**src/hw/rtl/gbs_pkg.sv**
```systemverilog
// Package for the greedy box suppression block: sizes, field layout of the
// kept-box store and the command/status structs between controller and datapath.
// No dependencies.
`default_nettype none

package gbs_pkg;

  // Store size and stored coordinate width.
  localparam int MAX_KEPT   = 64;
  localparam int COORD_BITS = 16;

  // Fixed field widths of the channels.
  localparam int COORD_IN_W = 15;
  localparam int SIZE_W     = 14;
  localparam int THR_W      = 8;
  localparam int INDEX_W    = 13;
  localparam logic [THR_W-1:0]   THR_RESET = 8'd115;
  localparam logic [INDEX_W-1:0] INDEX_MAX = 13'h1FFF;

  // Derived widths.
  localparam int KIDX_W  = (MAX_KEPT > 1) ? $clog2(MAX_KEPT) : 1;
  localparam int CNT_W   = $clog2(MAX_KEPT + 1);
  localparam int EDGE_W  = COORD_BITS + 1;
  localparam int DIFF_W  = COORD_BITS + 2;
  localparam int WIDE_W  = 26;
  localparam int AREA_W  = 2 * SIZE_W;
  localparam int UNION_W = AREA_W + 1;
  localparam int INTER_W = 2 * DIFF_W;
  localparam int PROD_W  = UNION_W + THR_W;
  localparam int UCMP_W  = (INTER_W > UNION_W) ? INTER_W : UNION_W;
  localparam int CMP_W   = (INTER_W + 8 > PROD_W) ? INTER_W + 8 : PROD_W;

  // Kept-box entry layout: {left, top, right, bottom, area}.
  localparam int OFS_BOT   = AREA_W;
  localparam int OFS_RIGHT = OFS_BOT + EDGE_W;
  localparam int OFS_TOP   = OFS_RIGHT + EDGE_W;
  localparam int OFS_LEFT  = OFS_TOP + COORD_BITS;
  localparam int ENTRY_W   = OFS_LEFT + COORD_BITS;

  typedef struct packed {
    logic accept;  // load a new box
    logic issue;   // read the next kept box into the compare pipeline
    logic finish;  // store the box if kept and load the result register
  } gbs_cmd_t;

  typedef struct packed {
    logic scan_done;  // every kept box has been read
    logic pipe_busy;  // compares still in flight
  } gbs_sts_t;

endpackage

`default_nettype wire

```
**src/hw/rtl/gbs_ctrl.sv**
```systemverilog
// Controller state machine: input and output handshakes and the scan sequence
// over the kept-box store. Depends on gbs_pkg.
`default_nettype none

module gbs_ctrl (
  input  wire logic              clk,
  input  wire logic              rst_n,
  input  wire logic              in_valid,
  output logic                   in_ready,
  output logic                   out_valid,
  input  wire logic              out_ready,
  input  wire gbs_pkg::gbs_sts_t sts,
  output gbs_pkg::gbs_cmd_t      cmd
);

  typedef enum logic [3:0] {
    ST_IDLE   = 4'b0001,
    ST_SCAN   = 4'b0010,
    ST_DRAIN  = 4'b0100,
    ST_FINISH = 4'b1000
  } state_t;

  state_t state_r, state_nxt;
  logic   out_valid_r, out_valid_nxt;
  logic   slot_free;

  assign in_ready  = (state_r == ST_IDLE);
  assign out_valid = out_valid_r;
  assign slot_free = !out_valid_r || out_ready;

  always_comb begin
    state_nxt  = state_r;
    cmd.accept = 1'b0;
    cmd.issue  = 1'b0;
    cmd.finish = 1'b0;
    unique case (state_r)
      ST_IDLE: begin
        if (in_valid) begin
          cmd.accept = 1'b1;
          state_nxt  = ST_SCAN;
        end
      end
      ST_SCAN: begin
        if (sts.scan_done) begin
          state_nxt = ST_DRAIN;
        end else begin
          cmd.issue = 1'b1;
        end
      end
      ST_DRAIN: begin
        if (!sts.pipe_busy) begin
          state_nxt = ST_FINISH;
        end
      end
      ST_FINISH: begin
        if (slot_free) begin
          cmd.finish = 1'b1;
          state_nxt  = ST_IDLE;
        end
      end
      default: begin
        state_nxt = ST_IDLE;
      end
    endcase
  end

  always_comb begin
    out_valid_nxt = out_valid_r;
    if (out_valid_r && out_ready) begin
      out_valid_nxt = 1'b0;
    end
    if (cmd.finish) begin
      out_valid_nxt = 1'b1;
    end
  end

  always_ff @(posedge clk) begin
    if (!rst_n) begin
      state_r     <= ST_IDLE;
      out_valid_r <= 1'b0;
    end else begin
      state_r     <= state_nxt;
      out_valid_r <= out_valid_nxt;
    end
  end

  ctrl_finish_drained: assert property (@(posedge clk) disable iff (!rst_n)
    cmd.finish |-> !sts.pipe_busy)
    else $error("result taken while compares in flight");

  ctrl_issue_in_range: assert property (@(posedge clk) disable iff (!rst_n)
    cmd.issue |-> !sts.scan_done)
    else $error("read issued past the kept count");

  ctrl_finish_shows: assert property (@(posedge clk) disable iff (!rst_n)
    cmd.finish |=> out_valid_r)
    else $error("finished result not presented");

  ctrl_accept_scans: assert property (@(posedge clk) disable iff (!rst_n)
    cmd.accept |=> (state_r == ST_SCAN) && !out_valid_r || (state_r == ST_SCAN))
    else $error("accepted box did not start a scan");

endmodule

`default_nettype wire

```
**config.mk**
```make
export PLATFORM = sky130hd
export DESIGN_NAME = gbs_ctrl
export DESIGN_NICKNAME = d
export VERILOG_FILES = /design/src/hw/rtl/gbs_pkg.sv /design/src/hw/rtl/gbs_ctrl.sv
export SDC_FILE = /design/constraint.sdc
export NUM_CORES = 1
export LEC_CHECK = 0
export CAP_MARGIN = 20
export CORE_AREA = 3 3 40 42
export CTS_CLUSTER_DIAMETER = 150
export DETAILED_ROUTE_END_ITERATION = 8
export DIE_AREA = 0 0 43 45
export DONT_BUFFER_PORTS = 1
export RECOVER_POWER = 50
export REMOVE_ABC_BUFFERS = 1
export SKIP_LAST_GASP = 1
export SYNTH_ARGS = -nofsm -noshare
export SYNTH_HDL_FRONTEND = slang
export SYNTH_SLANG_ARGS = --single-unit
```
**constraint.sdc**
```tcl
create_clock -name clk -period 1.56 [get_ports clk]
set_input_delay 0.234 -clock clk [delete_from_list [all_inputs] [get_ports clk]]
set_output_delay 0.234 -clock clk [all_outputs]
set_load 0.1 [all_outputs]
```
# == Yosys cells after proc, flatten, opt, wreduce, memory -nomap -nowiden ==
# Cells that the tools add are included.
# Widths: inputs -> output; s select.
# word_totals
word_cells,28
register_bits,5
# op_classes
n_eq_ne,8
mux,13
n_reduce_logical,5
# ops
op,n
$mux 4,4
$pmux 4 s4,1
$mux 1,8
$ne 2x2->1 const B,4
$eq 4x1->1 const B,1
$eq 4x2->1 const B,1
$eq 4x3->1 const B,1
$eq 4x4->1 const B,1
$reduce_and 4->1,1
$reduce_bool 2->1,1
$logic_and 1x1->1,1
$logic_not 1->1,1
$logic_or 1x1->1,1

# == Depth between registers and ports, before layout ==
# depth
ltp_word,5
mapped_depth,3
ltp_nobuf,3

# == Worst setup path after synthesis ==
# OpenSTA, ideal clock, no wires.
# synth_timing
path_kind,register to register
startpoint,register state_r[2]
endpoint,register state_r[1]
setup_time_ns,0.071
path_buffers,0
arrival_time_ns,3.747
required_time_ns,1.489
slack_ns,-2.257
synth_period_minus_slack_ns,3.817
path_stages_with_launch,4
path_cell_list,dfxtp_1 nand2b_1 nor4_1 o21a_1
# synth_between
elab_chain_cells,3
word_cells_on_any_way,10
cone_classes,eq/ne (8); mux (1); reduce/logical (1)
# synth_rtl
element,line,text
"start, declared",gbs_ctrl.sv:23,"state_t state_r, state_nxt;"
"start signal, assigned",gbs_ctrl.sv:82,state_r <= state_nxt;
$eq 4x4->1 (tied with other cells),gbs_ctrl.sv:36,unique case (state_r)
$ne 2x2->1 (no source line),n/a,
$reduce_and 4->1 (no source line),n/a,
# Parallel ways exist; a longest one is shown, timed or not.
# A chain may end at the register's enable or synchronous reset.

==> flow_summary_export.csv <==
group,metric,value,unit
timing,final-setup-viol-count,2,
floorplanning,ioPinCount,11,
critical_path,cp_max_fo,2,
logic_synthesis,synth.most_common_cell,"dfxtp_1",
floorplanning,die_height,45,um
logic_synthesis,ys_seq_area_share,35.7,%
cts,clock_path_buffers,2,
placed_design,io_buffers,0,
finish,stdcell_count,63,
timing,setup_slack,-0.187,ns
routing,wl_per_cell,12.8,um
routing,drt-initial-drc-count,3,
routing,dr.pass1.iters,2,
worst_hold_path,hp-class,"input port to register",
timing,rsz0062_at_grt,"yes",
routing,via_per_inst,4.68,
cts,cts.htree.levels,1,
critical_path,worstSetupPathType,"register to output port",
placed_design,dpl_cell_area,417,um2
finish,final_area,513,um2
logic_synthesis,ys.flop_type,"dfxtp_1",
timing,tightest_slew,0.538,ns
power_and_ir_drop,ir_drop,0.000424,V
cts,hold_buffers,0,
global_route,grt_usage,10.1,%
global_route,first_global_vias,314,
timing,hold_viol,0,
routing,drc,0,
cts,cts_buffers,3,
timing,timing.final.crit_share,112,%
critical_path,end_kind,"output port",
routing,vias,295,
timing,max-slew-margin-rel,64.3,%
finish,n_antenna_cell,0,
power_and_ir_drop,leakage,0.217,nW
floorplanning,num_rows,13,
logic_synthesis,async_reset_ff_share,0,%
logic_synthesis,syn_inst,31,
finish,drive_gt1_share,47.9,%
placed_design,place_inst,54,
routing,ant_nets,0,
logic_synthesis,avgSynthCellArea,9.04,um2
status,status,"finished, violations left",
routing,wirelength,804,um
finish,utilization,39.9,%
finish,synthToLayoutAreaGrowth,83.0,%
logic_synthesis,synth_top_cell_area_share,35.7,%
cts,cts-root-buf,"clkbuf_4",
power_and_ir_drop,p_total,0.453,mW
timing,tns,-0.281,ns
flow_run,cap_violations,0,
critical_path,arrival,1.51,ns
global_route,grt.overflow.total,0,
logic_synthesis,syn_area,280,um2
cts,clk_latency,0.24,ns
global_route,grt_max_degree,9,
timing,timing.fmax,0.572,GHz
logic_synthesis,ys_seq_elements,5,
logic_synthesis,synth_area_leader_cell,"dfxtp_1",
timing,slew_violations,0,
logic_synthesis,synthDistinctLibCells,20,
power_and_ir_drop,power_density,883,nW/um2
status,violations,"negative setup slack",
logic_synthesis,synth_area_leaders,"dfxtp_1, or4b_1, and2b_1",
cts,cts_tree,"done",
floorplanning,die_area,1940,um2
logic_synthesis,yosys_warnings,0,
placed_design,dpl.hpwl,578,um
global_route,grt_first_pass_wirelength,1390,um
floorplanning,start_util,21.8,%
placed_design,globalplace.congestion,0.744,
timing,skew,0.00401,ns
floorplanning,core,1280,um2
timing,period_minus_slack,1.75,ns
logic_synthesis,synthTopCellsByCount,"dfxtp_1, inv_1",
critical_path,critical_path_required,1.33,ns
cts,clkSinkCount,5,
global_route,antenna_found_initial,0,
cts,clkTransAtPathRegs,0.05,ns
logic_synthesis,synth_edf_count,0,
floorplanning,die_w,43,um
critical_path,cp-start-kind,"register",
finish,fin_nets,55,
==> through the flow <==
stage | setup WS [ns] | hold WS, ns
global placement | 0.0684 | 0.327
finish | -0.187 | 0.0757
floorplan | -2.26 | 0.313
global route | -0.214 | 0.0671
CTS | -0.185 | 0.0634
detailed placement | 0.0483 | 0.322
==> cells by family (layout without fill, tap and decap cells) <==
group	count (synthesis)	count (layout)	synth area share [%]
DFF	5	5	35.7
AOI/OAI and AO/OA	7	7	18.3
buffers and inverters	4	21	6.70
and+or+nand+nor	15	15	39.3
==> report_power, final <==
group / switching (mW) / internal [mW] / total (mW)
logic: 0.0977 / 0.0639 / 0.162
registers: 0.00421 / 0.135 / 0.139
clock network: 0.0553 / 0.0969 / 0.152
==> layout by cell type (no fill, tap or decap), drive strengths merged <==
master | synthesis | routed
nor4b | 1 | 1
nor3 | 1 | 1
clkbuf | 0 | 6
and2 | 2 | 2
o311a | 1 | 1
and3 | 1 | 1
nand2b | 2 | 2
o21a | 1 | 1
dfxtp | 5 | 5
a21boi | 1 | 1
o21ai | 1 | 1
o22ai | 2 | 2
and2b | 2 | 2
nor2 | 1 | 1
nor4 | 1 | 1
buf | 1 | 12
or4b | 2 | 2
inv | 3 | 3
nor4bb | 1 | 1
nand2 | 1 | 1
o221ai | 1 | 1
==> final timing paths <==
kind / from / endpoint / slack [ns] / cells past startpoint
worst max register to register: state_r[1]$_SDFFE_PN0P_ / state_r[1]$_SDFFE_PN0P_ / 0.21 / 5
worst max-delay path: state_r[1]$_SDFFE_PN0P_ / cmd[0] / -0.19 / 3
worst min-delay path: rst_n / state_r[0]$_SDFFE_PN1P_ / 0.08 / 1
worst min register to register: out_valid$_SDFFE_PN0P_ / out_valid$_SDFFE_PN0P_ / 0.55 / 2
==> worst max-delay path: stages, from the launching register on <==
cell and delay (ns):
dfxtp_1 0.30, or4b_4 0.53, and2b_1 0.25, buf_12 0.18
==> timing repair <==
item                       4_1_cts  5_1_grt
setup buffers                    2        3
setup endpoints to repair        4        4
pin swaps                        3        3
resized for setup                6        3
==> final cells by class <==
| cell class | count | area [um2] |
|---|---|---|
| fill | 122 | 772 |
| multi-input combinational | 22 | 199 |
| timing repair buffer | 14 | 156 |
| sequential | 5 | 101 |
| clock buffer | 4 | 26.3 |
| tap | 15 | 18.8 |
| inverter | 3 | 11.3 |
==> layer usage <==
metal	vias up	global-route usage [%]	share of wire, %
met3	2	2.39	5.3
met5	-	0	0
met1	138	10.4	40
met4	0	9.04	2.6
li1	149	-	-
met2	6	17.1	52
==> sequential cells by signal, summed over array words and instances (netlist names) <==
name and count:
out_valid 1, state_r 4
(Power assumes the default switching activity.)
